`src/rtl/source_text_tokenizer_defines.svh`:
```
// Assertion macros shared by the source text tokenizer RTL.
// Define ASSERT_OFF to compile every check away; no other dependencies.
`ifndef SOURCE_TEXT_TOKENIZER_DEFINES_SVH
`define SOURCE_TEXT_TOKENIZER_DEFINES_SVH

`ifndef ASSERT_OFF

// Condition holds in the same cycle as the trigger
`define STT_ASSERT_IMPLY(label, clk, rst, pre, post) \
   label: assert property (@(posedge clk) disable iff (rst) (pre) |-> (post)) \
      else $error("tokenizer assertion failed");

// Condition holds in the cycle after the trigger
`define STT_ASSERT_NEXT(label, clk, rst, pre, post) \
   label: assert property (@(posedge clk) disable iff (rst) (pre) |=> (post)) \
      else $error("tokenizer assertion failed");

`else

`define STT_ASSERT_IMPLY(label, clk, rst, pre, post)
`define STT_ASSERT_NEXT(label, clk, rst, pre, post)

`endif

`endif

```
`src/rtl/stt_pkg.sv`:
```
// Shared types, codes and helpers for the source text tokenizer.
// No dependencies; the front end, queue, serializer and top module import this package.
package stt_pkg;

   localparam int POSITION_BITS_DEFAULT = 16;
   localparam int QUEUE_DEPTH_DEFAULT   = 4;
   localparam int MAX_TOKENS            = 3;

   // Scanner modes
   typedef enum logic [3:0] {
      MODE_IDLE,
      MODE_OP,
      MODE_SLASH,
      MODE_COMMENT,
      MODE_STRING,
      MODE_NUMBER,
      MODE_NUMDOT,
      MODE_FRAC,
      MODE_DONE
   } scan_mode_type;

   // Token kinds
   localparam logic [4:0] K_LPAREN  = 5'd0;
   localparam logic [4:0] K_RPAREN  = 5'd1;
   localparam logic [4:0] K_LBRACE  = 5'd2;
   localparam logic [4:0] K_RBRACE  = 5'd3;
   localparam logic [4:0] K_COMMA   = 5'd4;
   localparam logic [4:0] K_DOT     = 5'd5;
   localparam logic [4:0] K_MINUS   = 5'd6;
   localparam logic [4:0] K_PLUS    = 5'd7;
   localparam logic [4:0] K_SEMI    = 5'd8;
   localparam logic [4:0] K_SLASH   = 5'd9;
   localparam logic [4:0] K_STAR    = 5'd10;
   localparam logic [4:0] K_BANG    = 5'd11;
   localparam logic [4:0] K_EQUAL   = 5'd13;
   localparam logic [4:0] K_GREATER = 5'd15;
   localparam logic [4:0] K_LESS    = 5'd17;
   localparam logic [4:0] K_STRING  = 5'd19;
   localparam logic [4:0] K_NUMBER  = 5'd20;
   localparam logic [4:0] K_EOF     = 5'd21;

   // Error codes
   localparam logic [1:0] ERR_NONE   = 2'd0;
   localparam logic [1:0] ERR_STRING = 2'd1;
   localparam logic [1:0] ERR_CHAR   = 2'd2;

   // Character codes
   localparam logic [7:0] CH_LPAREN  = 8'h28;
   localparam logic [7:0] CH_RPAREN  = 8'h29;
   localparam logic [7:0] CH_LBRACE  = 8'h7B;
   localparam logic [7:0] CH_RBRACE  = 8'h7D;
   localparam logic [7:0] CH_COMMA   = 8'h2C;
   localparam logic [7:0] CH_DOT     = 8'h2E;
   localparam logic [7:0] CH_MINUS   = 8'h2D;
   localparam logic [7:0] CH_PLUS    = 8'h2B;
   localparam logic [7:0] CH_SEMI    = 8'h3B;
   localparam logic [7:0] CH_STAR    = 8'h2A;
   localparam logic [7:0] CH_BANG    = 8'h21;
   localparam logic [7:0] CH_EQUAL   = 8'h3D;
   localparam logic [7:0] CH_GREATER = 8'h3E;
   localparam logic [7:0] CH_LESS    = 8'h3C;
   localparam logic [7:0] CH_SLASH   = 8'h2F;
   localparam logic [7:0] CH_SPACE   = 8'h20;
   localparam logic [7:0] CH_CR      = 8'h0D;
   localparam logic [7:0] CH_TAB     = 8'h09;
   localparam logic [7:0] CH_NEWLINE = 8'h0A;
   localparam logic [7:0] CH_QUOTE   = 8'h22;
   localparam logic [7:0] CH_ZERO    = 8'h30;
   localparam logic [7:0] CH_NINE    = 8'h39;

   localparam logic [15:0] LINE_MAX = 16'hFFFF;

   typedef struct packed {
      logic [4:0]  kind;
      logic [15:0] lex_start;
      logic [15:0] lex_end;
      logic [1:0]  err;
   } token_type;

   // All results caused by one input byte
   typedef struct packed {
      token_type [MAX_TOKENS-1:0] tok;
      logic [15:0]                line;
      logic [1:0]                 count;
   } bundle_type;

   function automatic token_type make_token(logic [4:0] kind, logic [15:0] lex_start,
                                            logic [15:0] lex_end, logic [1:0] err);
      token_type t;
      t.kind      = kind;
      t.lex_start = lex_start;
      t.lex_end   = lex_end;
      t.err       = err;
      return t;
   endfunction

   function automatic logic is_numeral_byte(logic [7:0] b);
      return (b >= CH_ZERO) && (b <= CH_NINE);
   endfunction

endpackage

```
`src/rtl/stt_req_if.sv`:
```
// Source byte channel of the tokenizer: valid/ready plus one byte and the end flag.
// No dependencies.
interface stt_req_if;
   logic       valid;
   logic       ready;
   logic [7:0] text_byte;
   logic       end_marker;

   modport source (output valid, text_byte, end_marker, input ready);
   modport sink   (input valid, text_byte, end_marker, output ready);
endinterface

```
`src/rtl/stt_rsp_if.sv`:
```
// Token channel of the tokenizer: valid/ready plus one token result.
// No dependencies.
interface stt_rsp_if;
   logic        valid;
   logic        ready;
   logic [4:0]  token_kind;
   logic [15:0] lexeme_start;
   logic [15:0] lexeme_end;
   logic [15:0] line_number;
   logic [1:0]  error_code;
   logic        last_of_run;

   modport source (output valid, token_kind, lexeme_start, lexeme_end, line_number,
                   error_code, last_of_run, input ready);
   modport sink   (input valid, token_kind, lexeme_start, lexeme_end, line_number,
                   error_code, last_of_run, output ready);
endinterface

```
`src/rtl/stt_front.sv`:
```
// Scanner front end: takes one byte per cycle while push_ready is high, keeps lookahead
// state, builds a bundle of up to three tokens. Depends on stt_pkg, stt_req_if, defines.
`include "source_text_tokenizer_defines.svh"

module stt_front #(
   parameter int POSITION_BITS = stt_pkg::POSITION_BITS_DEFAULT
) (
   input  logic                clock,
   input  logic                reset,
   stt_req_if.sink             req_ch,
   output logic                push_valid,
   input  logic                push_ready,
   output stt_pkg::bundle_type push_data
);
   import stt_pkg::*;

   localparam logic [POSITION_BITS-1:0] POS_MAX = '1;

   scan_mode_type            mode_ff, mode_in;
   logic [4:0]               pend_ff, pend_in;
   logic [POSITION_BITS-1:0] begin_ff, begin_in;
   logic [POSITION_BITS-1:0] pos_ff, pos_in;
   logic [15:0]              line_ff, line_in;
   logic                     halted_ff, halted_in;

   logic [POSITION_BITS-1:0] p, np, dp;
   logic [7:0]               b;
   logic                     fire;
   logic                     fresh;
   logic [1:0]               n;
   token_type [MAX_TOKENS-1:0] slot;

   assign req_ch.ready = push_ready;

   // Hold scanner state
   always_ff @(posedge clock) begin
      if (reset) begin
         mode_ff   <= MODE_IDLE;
         pend_ff   <= '0;
         begin_ff  <= '0;
         pos_ff    <= '0;
         line_ff   <= 16'd1;
         halted_ff <= 1'b0;
      end else begin
         mode_ff   <= mode_in;
         pend_ff   <= pend_in;
         begin_ff  <= begin_in;
         pos_ff    <= pos_in;
         line_ff   <= line_in;
         halted_ff <= halted_in;
      end
   end

   // Classify the byte and collect the tokens it finishes
   always_comb begin
      mode_in   = mode_ff;
      pend_in   = pend_ff;
      begin_in  = begin_ff;
      pos_in    = pos_ff;
      line_in   = line_ff;
      halted_in = halted_ff;
      fresh     = 1'b0;
      n         = 2'd0;
      slot      = '0;
      b         = req_ch.text_byte;
      p         = pos_ff;
      np        = (pos_ff == POS_MAX) ? pos_ff : pos_ff + 1'b1;
      dp        = (pos_ff != '0) ? pos_ff - 1'b1 : '0;
      fire      = req_ch.valid && push_ready && !halted_ff && (mode_ff != MODE_DONE);

      if (fire && req_ch.end_marker) begin
         // Flush any pending token, then close with end of file (an open string gives an error token instead)
         unique case (mode_ff)
            MODE_OP: begin
               slot[n] = make_token(pend_ff, 16'(begin_ff), 16'(p), ERR_NONE);
               n = n + 2'd1;
            end
            MODE_SLASH: begin
               slot[n] = make_token(K_SLASH, 16'(begin_ff), 16'(p), ERR_NONE);
               n = n + 2'd1;
            end
            MODE_NUMBER, MODE_FRAC: begin
               slot[n] = make_token(K_NUMBER, 16'(begin_ff), 16'(p), ERR_NONE);
               n = n + 2'd1;
            end
            MODE_NUMDOT: begin
               slot[n] = make_token(K_NUMBER, 16'(begin_ff), 16'(dp), ERR_NONE);
               n = n + 2'd1;
               slot[n] = make_token(K_DOT, 16'(dp), 16'(p), ERR_NONE);
               n = n + 2'd1;
            end
            default: ;
         endcase
         if (mode_ff == MODE_STRING) begin
            slot[n]   = make_token(K_LPAREN, 16'(begin_ff), 16'(p), ERR_STRING);
            n         = n + 2'd1;
            halted_in = 1'b1;
            mode_in   = MODE_IDLE;
         end else begin
            slot[n] = make_token(K_EOF, 16'(p), 16'(p), ERR_NONE);
            n       = n + 2'd1;
            mode_in = MODE_DONE;
         end
      end else if (fire) begin
         pos_in = np;
         // Resolve lookahead held from earlier bytes
         unique case (mode_ff)
            MODE_OP: begin
               mode_in = MODE_IDLE;
               if (b == CH_EQUAL) begin
                  slot[n] = make_token(5'(pend_ff + 5'd1), 16'(begin_ff), 16'(np), ERR_NONE);
                  n = n + 2'd1;
               end else begin
                  slot[n] = make_token(pend_ff, 16'(begin_ff), 16'(p), ERR_NONE);
                  n = n + 2'd1;
                  fresh = 1'b1;
               end
            end
            MODE_SLASH: begin
               if (b == CH_SLASH) begin
                  mode_in = MODE_COMMENT;
               end else begin
                  mode_in = MODE_IDLE;
                  slot[n] = make_token(K_SLASH, 16'(begin_ff), 16'(p), ERR_NONE);
                  n = n + 2'd1;
                  fresh = 1'b1;
               end
            end
            MODE_COMMENT: begin
               if (b == CH_NEWLINE) begin
                  mode_in = MODE_IDLE;
                  fresh   = 1'b1;
               end
            end
            MODE_STRING: begin
               if (b == CH_QUOTE) begin
                  mode_in = MODE_IDLE;
                  slot[n] = make_token(K_STRING, 16'(begin_ff), 16'(np), ERR_NONE);
                  n = n + 2'd1;
               end
            end
            MODE_NUMBER: begin
               if (b == CH_DOT) begin
                  mode_in = MODE_NUMDOT;
               end else if (!is_numeral_byte(b)) begin
                  mode_in = MODE_IDLE;
                  slot[n] = make_token(K_NUMBER, 16'(begin_ff), 16'(p), ERR_NONE);
                  n = n + 2'd1;
                  fresh = 1'b1;
               end
            end
            MODE_NUMDOT: begin
               if (is_numeral_byte(b)) begin
                  mode_in = MODE_FRAC;
               end else begin
                  mode_in = MODE_IDLE;
                  slot[n] = make_token(K_NUMBER, 16'(begin_ff), 16'(dp), ERR_NONE);
                  n = n + 2'd1;
                  slot[n] = make_token(K_DOT, 16'(dp), 16'(p), ERR_NONE);
                  n = n + 2'd1;
                  fresh = 1'b1;
               end
            end
            MODE_FRAC: begin
               if (!is_numeral_byte(b)) begin
                  mode_in = MODE_IDLE;
                  slot[n] = make_token(K_NUMBER, 16'(begin_ff), 16'(p), ERR_NONE);
                  n = n + 2'd1;
                  fresh = 1'b1;
               end
            end
            default: begin
               mode_in = MODE_IDLE;
               fresh   = 1'b1;
            end
         endcase

         // Start a new lexeme at this byte
         if (fresh) begin
            begin_in = p;
            case (b) inside
               CH_LPAREN: begin
                  slot[n] = make_token(K_LPAREN, 16'(p), 16'(np), ERR_NONE);
                  n = n + 2'd1;
               end
               CH_RPAREN: begin
                  slot[n] = make_token(K_RPAREN, 16'(p), 16'(np), ERR_NONE);
                  n = n + 2'd1;
               end
               CH_LBRACE: begin
                  slot[n] = make_token(K_LBRACE, 16'(p), 16'(np), ERR_NONE);
                  n = n + 2'd1;
               end
               CH_RBRACE: begin
                  slot[n] = make_token(K_RBRACE, 16'(p), 16'(np), ERR_NONE);
                  n = n + 2'd1;
               end
               CH_COMMA: begin
                  slot[n] = make_token(K_COMMA, 16'(p), 16'(np), ERR_NONE);
                  n = n + 2'd1;
               end
               CH_DOT: begin
                  slot[n] = make_token(K_DOT, 16'(p), 16'(np), ERR_NONE);
                  n = n + 2'd1;
               end
               CH_MINUS: begin
                  slot[n] = make_token(K_MINUS, 16'(p), 16'(np), ERR_NONE);
                  n = n + 2'd1;
               end
               CH_PLUS: begin
                  slot[n] = make_token(K_PLUS, 16'(p), 16'(np), ERR_NONE);
                  n = n + 2'd1;
               end
               CH_SEMI: begin
                  slot[n] = make_token(K_SEMI, 16'(p), 16'(np), ERR_NONE);
                  n = n + 2'd1;
               end
               CH_STAR: begin
                  slot[n] = make_token(K_STAR, 16'(p), 16'(np), ERR_NONE);
                  n = n + 2'd1;
               end
               CH_BANG: begin
                  mode_in = MODE_OP;
                  pend_in = K_BANG;
               end
               CH_EQUAL: begin
                  mode_in = MODE_OP;
                  pend_in = K_EQUAL;
               end
               CH_GREATER: begin
                  mode_in = MODE_OP;
                  pend_in = K_GREATER;
               end
               CH_LESS: begin
                  mode_in = MODE_OP;
                  pend_in = K_LESS;
               end
               CH_SLASH: mode_in = MODE_SLASH;
               CH_SPACE, CH_CR, CH_TAB: ;
               CH_NEWLINE: begin
                  if (line_ff != LINE_MAX) line_in = line_ff + 16'd1;
               end
               CH_QUOTE: mode_in = MODE_STRING;
               default: begin
                  if (is_numeral_byte(b)) begin
                     mode_in = MODE_NUMBER;
                  end else begin
                     slot[n]   = make_token(K_LPAREN, 16'(p), 16'(np), ERR_CHAR);
                     n         = n + 2'd1;
                     halted_in = 1'b1;
                  end
               end
            endcase
         end
      end
   end

   assign push_valid      = fire && (n != 2'd0);
   assign push_data.tok   = slot;
   assign push_data.line  = line_ff;
   assign push_data.count = n;

   `STT_ASSERT_IMPLY(a_front_halt_quiet, clock, reset, halted_ff, !push_valid)
   `STT_ASSERT_IMPLY(a_front_done_quiet, clock, reset, mode_ff == MODE_DONE, !push_valid)

endmodule

```
`src/rtl/stt_queue.sv`:
```
// Short bundle queue between the scanner and the token serializer.
// Depends on stt_pkg and the defines header.
`include "source_text_tokenizer_defines.svh"

module stt_queue #(
   parameter int DEPTH = stt_pkg::QUEUE_DEPTH_DEFAULT
) (
   input  logic                clock,
   input  logic                reset,
   input  logic                push_valid,
   output logic                push_ready,
   input  stt_pkg::bundle_type push_data,
   output logic                pop_valid,
   input  logic                pop_ready,
   output stt_pkg::bundle_type pop_data
);
   import stt_pkg::*;

   localparam int PTR_W = (DEPTH > 1) ? $clog2(DEPTH) : 1;
   localparam int CNT_W = $clog2(DEPTH + 1);
   localparam logic [PTR_W-1:0] PTR_LAST = PTR_W'(DEPTH - 1);
   localparam logic [CNT_W-1:0] CNT_FULL = CNT_W'(DEPTH);

   bundle_type       entry_ff [DEPTH];
   logic [PTR_W-1:0] wr_ptr_ff, wr_ptr_in;
   logic [PTR_W-1:0] rd_ptr_ff, rd_ptr_in;
   logic [CNT_W-1:0] count_ff, count_in;
   logic             push_fire, pop_fire;

   assign push_ready = (count_ff != CNT_FULL);
   assign pop_valid  = (count_ff != '0);
   assign pop_data   = entry_ff[rd_ptr_ff];
   assign push_fire  = push_valid && push_ready;
   assign pop_fire   = pop_valid && pop_ready;

   // Advance pointers and occupancy
   always_comb begin
      wr_ptr_in = wr_ptr_ff;
      rd_ptr_in = rd_ptr_ff;
      count_in  = count_ff;
      if (push_fire) wr_ptr_in = (wr_ptr_ff == PTR_LAST) ? '0 : wr_ptr_ff + 1'b1;
      if (pop_fire)  rd_ptr_in = (rd_ptr_ff == PTR_LAST) ? '0 : rd_ptr_ff + 1'b1;
      if (push_fire && !pop_fire)      count_in = count_ff + 1'b1;
      else if (!push_fire && pop_fire) count_in = count_ff - 1'b1;
   end

   always_ff @(posedge clock) begin
      if (reset) begin
         wr_ptr_ff <= '0;
         rd_ptr_ff <= '0;
         count_ff  <= '0;
      end else begin
         wr_ptr_ff <= wr_ptr_in;
         rd_ptr_ff <= rd_ptr_in;
         count_ff  <= count_in;
      end
   end

   // Store bundles; payload needs no reset
   always_ff @(posedge clock) begin
      if (push_fire) entry_ff[wr_ptr_ff] <= push_data;
   end

   `STT_ASSERT_IMPLY(a_queue_bound, clock, reset, 1'b1, count_ff <= CNT_FULL)
   `STT_ASSERT_NEXT(a_queue_grow, clock, reset, push_fire && !pop_fire, count_ff == $past(count_ff) + 1'b1)

endmodule

```
`src/rtl/stt_back.sv`:
```
// Token serializer: walks the head bundle and presents one token per transaction.
// Depends on stt_pkg, stt_rsp_if and the defines header.
`include "source_text_tokenizer_defines.svh"

module stt_back (
   input  logic                clock,
   input  logic                reset,
   input  logic                head_valid,
   input  stt_pkg::bundle_type head_data,
   output logic                head_pop,
   stt_rsp_if.source           rsp_ch
);
   import stt_pkg::*;

   logic [1:0] idx_ff, idx_in;
   logic       last;
   logic       fire;
   token_type  cur;

   assign cur  = head_data.tok[idx_ff];
   assign last = (idx_ff == head_data.count - 2'd1);
   assign fire = rsp_ch.valid && rsp_ch.ready;

   assign rsp_ch.valid        = head_valid;
   assign rsp_ch.token_kind   = cur.kind;
   assign rsp_ch.lexeme_start = cur.lex_start;
   assign rsp_ch.lexeme_end   = cur.lex_end;
   assign rsp_ch.line_number  = head_data.line;
   assign rsp_ch.error_code   = cur.err;
   assign rsp_ch.last_of_run  = last;
   assign head_pop            = fire && last;

   // Step through the bundle; drop it after its last token
   always_comb begin
      idx_in = idx_ff;
      if (fire) idx_in = last ? 2'd0 : idx_ff + 2'd1;
   end

   always_ff @(posedge clock) begin
      if (reset) idx_ff <= 2'd0;
      else       idx_ff <= idx_in;
   end

   `STT_ASSERT_IMPLY(a_back_idx_bound, clock, reset, head_valid, idx_ff < head_data.count)
   `STT_ASSERT_NEXT(a_back_idx_step, clock, reset, fire && !last, idx_ff == $past(idx_ff) + 2'd1)

endmodule

```
`src/rtl/source_text_tokenizer.sv`:
```
// Source text tokenizer: takes one byte per cycle; tokens wait in the registered queue.
// A byte that finishes k tokens (k up to 3) emits them one per rsp_ch transfer. Bytes flow
// at one per cycle while the bundle queue (QUEUE_DEPTH entries) has room and stall once it
// is full, so a long run of multi-token bytes or a stalled sink paces the input.
// Reset is synchronous, active high: position 0, line 1, scanner idle, queue empty.
// After an error token or end of file the block takes bytes and emits nothing until reset.
module source_text_tokenizer #(
   parameter int POSITION_BITS = stt_pkg::POSITION_BITS_DEFAULT,
   parameter int QUEUE_DEPTH   = stt_pkg::QUEUE_DEPTH_DEFAULT
) (
   input  logic       clock,
   input  logic       reset,
   stt_req_if.sink    req_ch,
   stt_rsp_if.source  rsp_ch
);
   import stt_pkg::*;

   logic       push_valid, push_ready;
   bundle_type push_data;
   logic       head_valid, head_pop;
   bundle_type head_data;

   stt_front #(
      .POSITION_BITS (POSITION_BITS)
   ) u_front (
      .clock      (clock),
      .reset      (reset),
      .req_ch     (req_ch),
      .push_valid (push_valid),
      .push_ready (push_ready),
      .push_data  (push_data)
   );

   stt_queue #(
      .DEPTH (QUEUE_DEPTH)
   ) u_queue (
      .clock      (clock),
      .reset      (reset),
      .push_valid (push_valid),
      .push_ready (push_ready),
      .push_data  (push_data),
      .pop_valid  (head_valid),
      .pop_ready  (head_pop),
      .pop_data   (head_data)
   );

   stt_back u_back (
      .clock      (clock),
      .reset      (reset),
      .head_valid (head_valid),
      .head_data  (head_data),
      .head_pop   (head_pop),
      .rsp_ch     (rsp_ch)
   );

endmodule
```
`src/flat_wrapper.sv`:
```
// flat-port wrapper written by rule: the top's interface ports become plain ports
module source_text_tokenizer_flat import stt_pkg::*;
#(
   parameter int POSITION_BITS = stt_pkg::POSITION_BITS_DEFAULT,
   parameter int QUEUE_DEPTH   = stt_pkg::QUEUE_DEPTH_DEFAULT
)
  (clock, reset, req_ch_valid, req_ch_text_byte, req_ch_end_marker, req_ch_ready, rsp_ch_valid, rsp_ch_token_kind, rsp_ch_lexeme_start, rsp_ch_lexeme_end, rsp_ch_line_number, rsp_ch_error_code, rsp_ch_last_of_run, rsp_ch_ready);
  stt_req_if req_ch_i ();
  stt_rsp_if rsp_ch_i ();
  input  logic clock;
  input  logic reset;
  input wire logic [$bits(req_ch_i.valid)-1:0] req_ch_valid;
  input wire logic [$bits(req_ch_i.text_byte)-1:0] req_ch_text_byte;
  input wire logic [$bits(req_ch_i.end_marker)-1:0] req_ch_end_marker;
  output wire logic [$bits(req_ch_i.ready)-1:0] req_ch_ready;
  output wire logic [$bits(rsp_ch_i.valid)-1:0] rsp_ch_valid;
  output wire logic [$bits(rsp_ch_i.token_kind)-1:0] rsp_ch_token_kind;
  output wire logic [$bits(rsp_ch_i.lexeme_start)-1:0] rsp_ch_lexeme_start;
  output wire logic [$bits(rsp_ch_i.lexeme_end)-1:0] rsp_ch_lexeme_end;
  output wire logic [$bits(rsp_ch_i.line_number)-1:0] rsp_ch_line_number;
  output wire logic [$bits(rsp_ch_i.error_code)-1:0] rsp_ch_error_code;
  output wire logic [$bits(rsp_ch_i.last_of_run)-1:0] rsp_ch_last_of_run;
  input wire logic [$bits(rsp_ch_i.ready)-1:0] rsp_ch_ready;
  assign req_ch_i.valid = req_ch_valid;
  assign req_ch_i.text_byte = req_ch_text_byte;
  assign req_ch_i.end_marker = req_ch_end_marker;
  assign req_ch_ready = req_ch_i.ready;
  assign rsp_ch_valid = rsp_ch_i.valid;
  assign rsp_ch_token_kind = rsp_ch_i.token_kind;
  assign rsp_ch_lexeme_start = rsp_ch_i.lexeme_start;
  assign rsp_ch_lexeme_end = rsp_ch_i.lexeme_end;
  assign rsp_ch_line_number = rsp_ch_i.line_number;
  assign rsp_ch_error_code = rsp_ch_i.error_code;
  assign rsp_ch_last_of_run = rsp_ch_i.last_of_run;
  assign rsp_ch_i.ready = rsp_ch_ready;
  source_text_tokenizer #(.POSITION_BITS(POSITION_BITS), .QUEUE_DEPTH(QUEUE_DEPTH)) u_core (.clock(clock), .reset(reset), .req_ch(req_ch_i), .rsp_ch(rsp_ch_i));
endmodule
```
`config.mk`:
```
export PLATFORM = sky130hd
export DESIGN_NAME = source_text_tokenizer_flat
export DESIGN_NICKNAME = d
export VERILOG_FILES = /design/src/rtl/stt_pkg.sv /design/src/rtl/stt_req_if.sv /design/src/rtl/stt_rsp_if.sv /design/src/rtl/stt_front.sv /design/src/rtl/stt_queue.sv /design/src/rtl/stt_back.sv /design/src/rtl/source_text_tokenizer.sv /design/src/flat_wrapper.sv
export VERILOG_INCLUDE_DIRS = /design/src /design/src/rtl
export SDC_FILE = /design/constraint.sdc
export NUM_CORES = 1
export LEC_CHECK = 0
export BUFFER_PORTS_ARGS = -buffer_cell sky130_fd_sc_hd__buf_2
export CAP_MARGIN = 0
export CORE_MARGIN = 8
export CORE_UTILIZATION = 35
export DETAILED_ROUTE_END_ITERATION = 8
export PLACE_DENSITY = 0.57
export SLEW_MARGIN = 20
export SYNTH_ARGS = -nofsm -noshare
export SYNTH_HDL_FRONTEND = slang
export SYNTH_HIERARCHICAL = 1
export SYNTH_SLANG_ARGS = --single-unit
```
`constraint.sdc`:
```
create_clock -name clock -period 17.2 [get_ports clock]
set_input_delay 4.3 -clock clock [delete_from_list [all_inputs] [get_ports clock]]
set_output_delay 4.3 -clock clock [all_outputs]
set_load 0.05 [all_outputs]
```
### Word-level counts from Yosys, hierarchy flattened

Memories as Yosys holds them, arrays and structs flattened. A register that Yosys moved wholly into a read port is not among the register bits.
Cells that the tools add are included.

* flip-flop bits (word level): 67
* bits in latches: 0
* bits in writable memories: 540
* ROM bits: 0
* output and inout bits: 58
* word-level logic and storage cells: 300
* memories kept: 1

* add/sub/neg operators: 12
* multiply operators: 0
* divide/modulo/power cells: 0
* order comparisons: 7
* equality and inequality tests: 54
* shift-type cells: 0
* multiplexer cells: 166
* bitwise operators: 17
* reductions and logical operators: 33

Memory list
* u_core.u_queue.entry_ff: depth 4, bits a word 135, read ports 1, clocked after memory_dff 1, wr ports 1, line stt_queue.sv:24 `bundle_type entry_ff [DEPTH];`

Operators with widths (count)
* $mux 117: 23
* $bwmux 117: 13
* $mux 39: 14
* $pmux 39 s6: 1
* $demux 39 s2: 2
* $pmux 39 s4: 1
* $eq 8x6->1 const B: 15
* $mux 4: 27
* $bmux 39 s2: 1
* $mux 76: 1
* $mux 2: 33
* $mux 38: 1
* $ne 2x2->1 const B: 19
* $mux 37: 1
* $mux 1: 35
* $add 16x1->16 const B: 2
* $mux 16: 2
* $eq 8x4->1 const B: 3
* $pmux 4 s6: 1
* $reduce_and 22->1: 1
* $reduce_and 21->1: 1
* $mux 5: 4
* $not 1->1: 17
* $eq 16x16->1 const B: 1
* other kinds (36): 70

### Longest topological paths before layout

Gate-level depths: netlist (run 1).

* depth in word-level cells: 37
* depth in mapped cells: 19

### Hierarchy

Netlist (run 1), hierarchy kept.

By module, submodules not included
* stt_queue: times used 1, cells an instance 753, area an instance 19924.1 µm², seq. area each 16395.7 µm²
* stt_front: times used 1, cells an instance 1086, area an instance 7126.8 µm², seq. area each 1161.1 µm²
* stt_back: times used 1, cells an instance 163, area an instance 1062.3 µm², seq. area each 40.0 µm²

### Worst setup path before layout (run 1)

No wires, ideal clock.

* path type: in2reg
* from: in req_ch_text_byte[5]
* to: mem u_core/u_queue/entry_ff[0][0] (netlist bit), enable pin
* setup time: 434 ps
* data arrival time: 8387 ps
* slack: 8378 ps
* stages on the path: 13
* path through: buf_4 -> or4b_4 -> buf_6 -> nor4_2 -> nor3b_1 -> or3_1 -> buf_4 -> inv_2 -> buf_2 -> ha_1 -> a221o_1 -> or2_1 -> and3_2

RTL lines
* from (decl): line flat_wrapper.sv:13 `input wire logic [$bits(req_ch_i.text_byte)-1:0] req_ch_text_byte;`
* to (decl): line stt_queue.sv:24

==> results of run 1 <==
-- cells by family (layout without fill, tap and decap cells) --
kind of cell               count (synthesis)  in the layout  synth area share
buffers and inverters                    193            254            0.0334
DFF                                      609            609             0.626
AOI/OAI and AO/OA                        437            437             0.101
muxes                                    184            184             0.126
and+or+nand+nor                          522            522            0.0935
xor gates and xnor gates                  42             42            0.0131
adders and majority gates                 15             15           0.00694
-- registers in the layout (all words and copies together) (netlist names), named ones only --
signal,count
u_core/u_front/halted_ff,1
u_core/u_front/p,16
u_core/u_front/begin_ff,16
u_core/u_queue/count_ff,3
u_core/u_queue/rd_ptr_ff,2
u_core/u_back/idx_ff,2
u_core/u_front/mode_ff,4
u_core/u_queue/entry_ff,540
u_core/u_front/pend_ff,5
u_core/u_queue/wr_ptr_ff,2
u_core/u_front/line_ff,16
-- cell usage after synthesis (10+ instances only) --
cell type	instances
edfxtp_1	540
nand2_1	182
mux4_2	135
a21oi_1	115
nor2_1	104
clkbuf_1	86
dfxtp_1	69
o21ai_0	59
o21ai_1	48
mux2i_1	46
a22o_1	44
nor3_1	42
buf_2	41
nand3_1	35
o22ai_1	31
buf_4	25
xor2_1	23
or3_1	21
a22oi_1	20
nand4_1	20
xnor2_1	19
inv_1	18
a31oi_1	16
nand2b_1	16
ha_1	14
and2_1	12
buf_1	11
nor2b_1	10
-- report_power, final --
| group | internal (mW) | leakage, nW | total (mW) | switching (mW) |
|---|---|---|---|---|
| registers | 1.76 | 5.70 | 1.82 | 0.0579 |
| logic | 0.255 | 3.13 | 0.857 | 0.601 |
| clock network | 0.837 | 1.05 | 1.41 | 0.573 |
| total | 2.85 | 9.89 | 4.08 | 1.23 |
-- worst min-delay path, stage by stage (launching register included) --
cell and delay (ps):
dfxtp_1 330, nand2_1 60, a21oi_1 50
-- per-stage QoR --
step | cells | cell area (µm²) | setup WS [ps] | hold slack (ps)
after floorplan | 2002 | 28100 | 8380 | 462
after global placement | 3006 | 29300 | 7090 | 462
after detailed placement | 3006 | 29300 | 7040 | 482
after CTS | 3123 | 31500 | 7660 | 491
after global routing | 3123 | 31500 | 7330 | 507
final | 3123 | 31500 | 7590 | 493
-- worst paths after layout --
kind | start | end | slack, ps
worst max register to register | u_core/u_front/mode_ff[3]$_SDFFE_PP0N_ | u_core/u_queue/entry_ff[1][125]$_DFFE_PP_ | 10850
worst max-delay path | req_ch_text_byte[6] | u_core/u_queue/entry_ff[1][125]$_DFFE_PP_ | 7590
worst min-delay path | u_core/u_front/begin_ff[14]$_SDFFE_PP0P_ | u_core/u_front/begin_ff[14]$_SDFFE_PP0P_ | 490
worst min register to register | u_core/u_front/begin_ff[14]$_SDFFE_PP0P_ | u_core/u_front/begin_ff[14]$_SDFFE_PP0P_ | 490
-- per-layer routing --
metal | part of all wire | vias up | track usage
met5 | 0 | - | 0
met4 | 0.024 | 0 | 0.0463
met3 | 0.064 | 130 | 0.0273
met2 | 0.47 | 674 | 0.274
met1 | 0.44 | 9301 | 0.242
li1 | - | 7904 | -
-- area by class of cell --
class / count / area (µm²)
clock buffers: 81 / 1760
clock inverters: 36 / 400
fillers: 7442 / 48500
inverters: 20 / 75.1
multi-input cells: 1200 / 9640
flip-flops and latches: 609 / 17600
well taps: 1060 / 1330
repair buffers: 117 / 703
==> flow_summary.toml, run 1 <==
[power]
vdd_drop_max_v = 0.0000620
power_mw = 4.08
leakage_nw = 9.89
powerDensity_nw_per_um2 = 130

[cts]
clk_pin_slew_worst_paths_ps = 60
cts.sinks = 609
cts_resized = 0
cts-root-buf = "clkbuf_16"
clock_path_buffers = 3
cts_tree = "yes"
clock_latency_ps = 610
htree_levels = 3
holdBufCountCts = 0
post_cts_buffers = 0
cts_buffers = 66

[synthesis]
synth_top_area_frac = 0.577
yosysWarnings = 6
synth-edff-count = 540
synth-seq-cells = 609
post-synth-top-area-cell = "edfxtp_1"
synth_sequential_area_ratio = 0.626
ys.flop_type = "edfxtp_1"
async_reset_ff_frac = 0
synth_area_per_cell_um2 = 14.0
synth_cells = 2002
synth_nets = 2030
synth.distinct_cells = 91
syn-cell-area_um2 = 28100
synth.area.top_cells = "edfxtp_1 58%, mux4_2 11%, dfxtp_1 4.9%"

[timing]
finalHoldViolCount = 0
report.final.slew_viol_count = 0
fin_tns_setup_ps = 0
tightestPinTransition_ps = 1090
fin_skew_ps = 34.6
fin_crit_sh = 0.559
fmax_mhz = 104
fin_crit_ps = 9610
setup_viol = 0
rsz0062_at_grt = "false"
slew_headroom = 0.265

[routing]
via_per_inst = 5.77
routed_wl_um = 77600
drt_iter0_drc = 2081
wl_per_cell_um = 24.9
via_count = 18000
firstDrtPassIters = 6
drc = 0
final_antenna_net_count = 0

[setup_path]
crit_slowest_cell = "buf_4"
worstSetupPathType = "in2reg"
cp.depth = 13
cp-end-kind = "flop"
worstPathCellList = "buf_2 > or4b_4 > nor4_2 > nor3b_1 > or3_1 > inv_2 > nor3_2 > buf_4 > o32ai_2 > or2_1 > and3_4 > buf_4 > buf_4"
critPathBufInv = 5
cp.arrival_ps = 9810
path_delay_family = "simple AND/OR/NAND/NOR gates"
reg2regPathDepth = 13
path_common_cell = "buf_4"
cp_max_fo = 55
critPathRequiredTime_ps = 17400
start_kind = "input port"
max_stage_delay_ps = 840

[layout]
fin_util = 0.394
area_delta_synth_final_pct = 12.1
drive_gt1_frac = 0.192
final_common_cell = "edfxtp_1"
diodes = 0
final_cell_mix = "540 x edfxtp_1, 182 x nand2_1, 135 x mux4_2"
fin_nets = 2042

[grt]
grt_pass1_vias = 17900
grt_start_max_net_pins = 73
gr-usage-all-layers = 0.171
grt_pass1_wl_um = 118000
grt_overflow_total = 0
antenna_found_initial = 1

[min_path]
hold_class = "reg2reg"
hold_path_depth = 2

[place]
place.detailed.hpwl_um = 50200
place_congestion = 0.937
port_buffers = 70

[floorplan]
coreArea_um2 = 80000
die_w_um = 299
io_pins = 71
die_area_um2 = 89600
start_util = 0.351
row_count = 104
die_h_um = 299

[outcome]
run_status = "finished, final reports clean"

[run]
drv_cap = 0
No activity file was read; power rests on OpenSTA's default activity.
==> run 2: changes to the inputs <==
- PLACE_DENSITY: 0.57 -> 0.58
- clock period: 17.2 -> 8.4 ns (I/O delays scaled with it)
==> flow_summary.toml, run 2 (synthesized netlist as in run 1, its figures left out) <==
[outcome]
run_status = "finished, final reports clean"

[routing]
wl_per_cell_um = 24.4
routed_wl_um = 76000
via_count = 17700
final_antenna_net_count = 0
via_per_inst = 5.69
drc = 0
drt_iter0_drc = 1817
firstDrtPassIters = 6

[grt]
grt_overflow_total = 0
grt.busiest_layer = "met2"
grt_start_max_net_pins = 88
globalRouteMet1Util = 0.227
grt_use_met2 = 0.272
gr-usage-all-layers = 0.165
grt_pass1_vias = 17500
grtUsageMet3 = 0.0248
grt_pass1_wl_um = 115000
antenna_found_initial = 0

[setup_path]
r2r-end = "u_core/u_queue/count_ff[2]$_SDFFE_PP0P_"
cp.depth = 16
cp-end-kind = "flop"
critPathBufInv = 3
reg2reg_slack_ps = 3290
start_kind = "input port"
worstSetupPathType = "in2reg"
worstReg2RegStart = "u_core/u_front/mode_ff[2]$_SDFFE_PP0N_"
path_delay_family = "simple AND/OR/NAND/NOR gates"
crit_slowest_cell = "nor4b_1"
path_common_cell = "ha_1"
cp.arrival_ps = 6710
cp_max_fo = 13
worstPathCellList = "buf_2 > nor4b_1 > a41oi_1 > o2bb2ai_1 > or3_1 > inv_2 > ha_1 > a221o_1 > or2_1 > and2_4 > ha_1 > inv_1 > fa_1 > xor2_1 > or3_2 > a21oi_1"
reg2regPathDepth = 16
max_stage_delay_ps = 720
critPathRequiredTime_ps = 8950

[cts]
cts-root-buf = "clkbuf_16"
clock_latency_ps = 640
cts_resized = 0
clock_path_buffers = 3
cts_buffers = 60
htree_levels = 2
holdBufCountCts = 0
cts_tree = "yes"
cts.sinks = 609
post_cts_buffers = 0
clk_pin_slew_worst_paths_ps = 60

[timing]
setup_viol = 0
fin_tns_setup_ps = 0
fin_crit_ps = 6160
rsz0062_at_grt = "false"
fin_skew_ps = 25.6
slew_headroom = 0.287
setup_ws_ps = 2240
finalHoldViolCount = 0
tightestPinTransition_ps = 1070
fin_crit_sh = 0.734
report.final.slew_viol_count = 0
timing.hold.ws_ps = 488
fmax_mhz = 162

[floorplan]
die_area_um2 = 89600
io_pins = 71
die_h_um = 299
start_util = 0.351
row_count = 104
die_w_um = 299
coreArea_um2 = 80000

[layout]
fin_util = 0.391
largest_register = "u_core/u_queue/entry_ff"
area_delta_synth_final_pct = 11.4
seqCellArea_um2 = 17600
diodes = 0
instances_no_fill = 3113
stdcell_area_um2 = 31300
final_common_cell = "edfxtp_1"
multi_input_area_um2 = 9630
drive_gt1_frac = 0.188
largest_reg_flops = 540
fin_nets = 2031
final_cell_mix = "540 x edfxtp_1, 182 x nand2_1, 135 x mux4_2"
nFillCells = 7456

[place]
place.detailed.hpwl_um = 49000
post_dp_cell_area_um2 = 29400
place_congestion = 0.929
port_buffers = 70
post-place-cells = 3001
dp_slack_ps = 1720

[power]
leakage_nw = 9.74
combPwrFrac = 0.217
vdd_drop_max_v = 0.000160
clkPwrFrac = 0.316
seqPwrFrac = 0.467
sw_frac_of_total = 0.311
power_mw = 8.04
p_switching_mw = 2.50
p_int_mw = 5.54
powerDensity_nw_per_um2 = 257

[min_path]
hold_path.startpoint = "u_core/u_queue/rd_ptr_ff[0]$_SDFFE_PP0P_"
hold_class = "reg2reg"
hold_path_depth = 2

[run]
drv_cap = 0
-- run 2: cell types whose count changed in the layout (fill, tap and decap cells not counted), sizes merged --
cell / before / now
buf: 117 / 112
bufinv: 7 / 2
clkbuf: 81 / 70
clkinv: 24 / 31
clkinvlp: 2 / 6
-- run 2: power groups by stage --
stage | Sequential [mW] | Combinational (mW) | Clock [mW]
2_1_floorplan | 3.71 | 1.36 | 0
3_3_place_gp | 3.80 | 1.78 | 0
3_5_place_dp | 3.82 | 1.78 | 0
4_1_cts | 3.76 | 1.78 | 2.61
5_1_grt | 3.78 | 1.85 | 2.72
6_report | 3.75 | 1.75 | 2.54
-- run 2: worst max-delay path by stage --
stage	startpoint	endpoint	slack (ps)
floorplan	req_ch_text_byte[5]	u_core/u_queue/entry_ff[0][0]$_DFFE_PP_	1780
global placement	req_ch_text_byte[6]	u_core/u_queue/count_ff[2]$_SDFFE_PP0P_	1770
global route	req_ch_text_byte[6]	u_core/u_queue/count_ff[2]$_SDFFE_PP0P_	2080
finish	req_ch_text_byte[6]	u_core/u_queue/count_ff[2]$_SDFFE_PP0P_	2240
CTS	req_ch_text_byte[6]	u_core/u_queue/count_ff[2]$_SDFFE_PP0P_	2380
detailed placement	req_ch_text_byte[6]	u_core/u_queue/count_ff[2]$_SDFFE_PP0P_	1720
-- run 2: layout make-up --
| class | count | area share |
|---|---|---|
| repair buffers | 112 | 0.0253 |
| well taps | 1060 | 0.0424 |
| inverters | 20 | 0.00240 |
| flip-flops and latches | 609 | 0.562 |
| clock inverters | 42 | 0.00999 |
| clock buffers | 70 | 0.0498 |
| multi-input cells | 1200 | 0.308 |
-- run 2: layer usage --
metal / wire length, µm / share of wire / vias up
li1: - / - / 7875
met1: 33100 / 0.44 / 9115
met2: 36700 / 0.48 / 599
met3: 4400 / 0.058 / 117
met4: 1830 / 0.024 / 0
met5: 0 / 0 / -
-- run 2: worst reg2reg max path, stage by stage, from the launching register on --
cell and delay (ps):
dfxtp_1 700, nor4b_4 290, buf_4 360, a41oi_1 180
o2bb2ai_1 320, or3_1 500, inv_2 260, ha_1 350
a221o_1 230, or2_1 240, and2_4 230, ha_1 200
inv_1 60, fa_1 370, xor2_1 160, or3_2 410
a21oi_1 160
==> run 3: changes to the inputs <==
- ABC_AREA: not set -> 1
- PLACE_DENSITY: 0.58 -> 0.57
- clock period: 8.4 -> 5.9 ns (I/O delays scaled with it)
==> flow_summary.toml, run 3 <==
[outcome]
run_status = "finished, final reports clean"

[synthesis]
synth_common_cells = "540 x edfxtp_1, 445 x nor2_1, 369 x nand2_1, 350 x o21ai_0, 178 x o22ai_1"
post-synth-top-area-cell = "edfxtp_1"
synth.area.top_cells = "edfxtp_1 55%, o21ai_0 5.9%, nor2_1 5.7%"
async_reset_ff_frac = 0
synth.distinct_cells = 63
synth_most_common_cell = "edfxtp_1"
synth_top_area_frac = 0.549
ys.flop_type = "edfxtp_1"
synth_cells = 3009
yosysWarnings = 6
synth_area_per_cell_um2 = 9.81
synth_sequential_area_ratio = 0.596
synth_nets = 3037
synth-seq-cells = 609
syn-cell-area_um2 = 29500
synth-edff-count = 540

[timing]
tightestPinTransition_ps = 1180
fmax_mhz = 210
slew_headroom = 0.215
finalHoldViolCount = 0
setup_viol = 0
fin_skew_ps = 45.9
fin_crit_sh = 0.808
rsz0062_at_grt = "false"
report.final.slew_viol_count = 0
fin_tns_setup_ps = 0
fin_crit_ps = 4770

[routing]
wl_per_cell_um = 23.6
routed_wl_um = 97600
via_per_inst = 5.67
drc = 0
via_count = 23400
firstDrtPassIters = 5
final_antenna_net_count = 0
drt_iter0_drc = 2914

[grt]
grtUsageMet3 = 0.0369
grt_overflow_total = 0
gr-usage-all-layers = 0.199
grt.busiest_layer = "met2"
antenna_found_initial = 0
grt_use_met2 = 0.312
grt_pass1_vias = 21900
grt_pass1_wl_um = 145000
globalRouteMet1Util = 0.277
grt_start_max_net_pins = 180

[floorplan]
die_area_um2 = 93900
row_count = 106
start_util = 0.353
coreArea_um2 = 83600
die_w_um = 306
io_pins = 71
die_h_um = 306

[setup_path]
worstPathCellList = "buf_2 > inv_1 > nand2_1 > nor2_4 > nand2_2 > nand2_1 > inv_2 > nor2_4 > nand3_2 > nor2_4 > ha_1 > nand2_1 > o21ai_0 > nand2_1 > o21ai_1 > or2_4 > nand2_4 > inv_1 > ha_1 > inv_1 > fa_1 > o21ai_0 > nor2_1"
worstReg2RegStart = "u_core/u_front/mode_ff[0]$_SDFFE_PP0N_"
critPathBufInv = 5
path_common_cell = "nand2_1"
crit_slowest_cell = "fa_1"
cp_max_fo = 12
worstSetupPathType = "in2reg"
critPathRequiredTime_ps = 6410
crit_start = "req_ch_text_byte[6]"
cp.arrival_ps = 5280
max_stage_delay_ps = 400
path_delay_family = "simple AND/OR/NAND/NOR gates"
start_kind = "input port"
cp-end-kind = "flop"

[place]
place.detailed.hpwl_um = 65100
port_buffers = 70
post_dp_cell_area_um2 = 30800
place_congestion = 1.01

[cts]
clk_pin_slew_worst_paths_ps = 80
cts_resized = 0
cts_tree = "yes"
clock_latency_ps = 650
cts.sinks = 609
clock_path_buffers = 3
htree_levels = 2
cts_buffers = 61
cts-root-buf = "clkbuf_16"
post_cts_buffers = 0
holdBufCountCts = 0

[power]
powerDensity_nw_per_um2 = 382
leakage_nw = 11.2
vdd_drop_max_v = 0.000256

[layout]
area_delta_synth_final_pct = 11.1
stdcell_area_um2 = 32800
largest_register = "u_core/u_queue/entry_ff"
final_common_cell = "edfxtp_1"
diodes = 0
fin_nets = 3027
drive_gt1_frac = 0.110
fin_util = 0.393
final_cell_mix = "540 x edfxtp_1, 440 x nor2_1, 368 x nand2_1"
largest_reg_flops = 540

[min_path]
hold_path.startpoint = "u_core/u_front/begin_ff[5]$_SDFFE_PP0P_"
hold_class = "reg2reg"

[run]
drv_cap = 0
==> run 3: changes by cell type in the layout (fill, tap and decap cells not counted), moves of 19 or more <==
cell / before / now
nand3_1: 35 / 137
nor2_1: 103 / 440
inv_2: 2 / 22
a22o_1: 44 / 0
or3_1: 21 / 2
nand2_1: 182 / 368
buf_4: 32 / 58
mux4_2: 135 / 0
o22ai_1: 31 / 178
inv_1: 18 / 130
mux2i_1: 46 / 0
o21ai_0: 59 / 349
o21ai_1: 47 / 159
a22oi_1: 20 / 1
==> run 3: final timing paths <==
path | endpoint | slack [ps] | cells past startpoint
min | u_core/u_front/begin_ff[5]$_SDFFE_PP0P_ | 490 | 2
max | u_core/u_queue/count_ff[1]$_SDFFE_PP0P_ | 1130 | 23
max reg2reg | u_core/u_queue/count_ff[1]$_SDFFE_PP0P_ | 1700 | 18
min reg2reg | u_core/u_front/begin_ff[5]$_SDFFE_PP0P_ | 490 | 2
==> run 3: per-stage QoR <==
step | hold slack (ps) | instances | power (mW) | setup WS [ps]
after global routing | 520 | 4130 | 13.1 | 928
final | 495 | 4130 | 12.5 | 1130
after detailed placement | 477 | 4016 | 8.82 | 564
after CTS | 490 | 4130 | 12.7 | 1130
after floorplan | 452 | 3009 | 7.86 | 55.2
after global placement | 478 | 4016 | 8.81 | 639
==> run 3: kinds of logic after synthesis <==
family                   Yosys count  share of synthesized area
adder cells (fa/ha/maj)           15                    0.00661
buffers and inverters            384                     0.0650
XOR/XNOR                          26                    0.00771
AO/OA/AOI/OAI                    894                      0.168
flip-flops                       609                      0.596
AND/OR/NAND/NOR                 1081                      0.157
==> run 3: worst register-to-register path, delay by kind of cell (launching register included) <==
| family | cells | cell delay [ps] |
|---|---|---|
| fa+ha+maj | 3 | 1060 |
| flops | 1 | 570 |
| compound gates | 3 | 580 |
| simple gates | 7 | 1180 |
| buf+inv | 5 | 680 |
==> run 3: final cells by class <==
class / count / area, µm²
clock buffers: 83 / 1740
clock inverters: 31 / 264
fillers: 8260 / 50700
inverters: 165 / 642
multi-input cells: 2016 / 10100
flip-flops and latches: 609 / 17600
well taps: 1080 / 1350
repair buffers: 146 / 1150
==> run 3: metal layers <==
metal / wire length (µm) / vias up / share of wire
met1: 42500 / 11400 / 0.44
met3: 7450 / 214 / 0.076
met4: 3490 / 0 / 0.036
met2: 44100 / 1028 / 0.45
met5: 0 / - / 0
li1: - / 10800 / -
==> run 3: power breakdown <==
group          leakage, nW  internal [mW]  switching, mW
combinational         4.75          0.774           2.59
sequential            5.48           5.18          0.145
clock                0.984           2.20           1.65
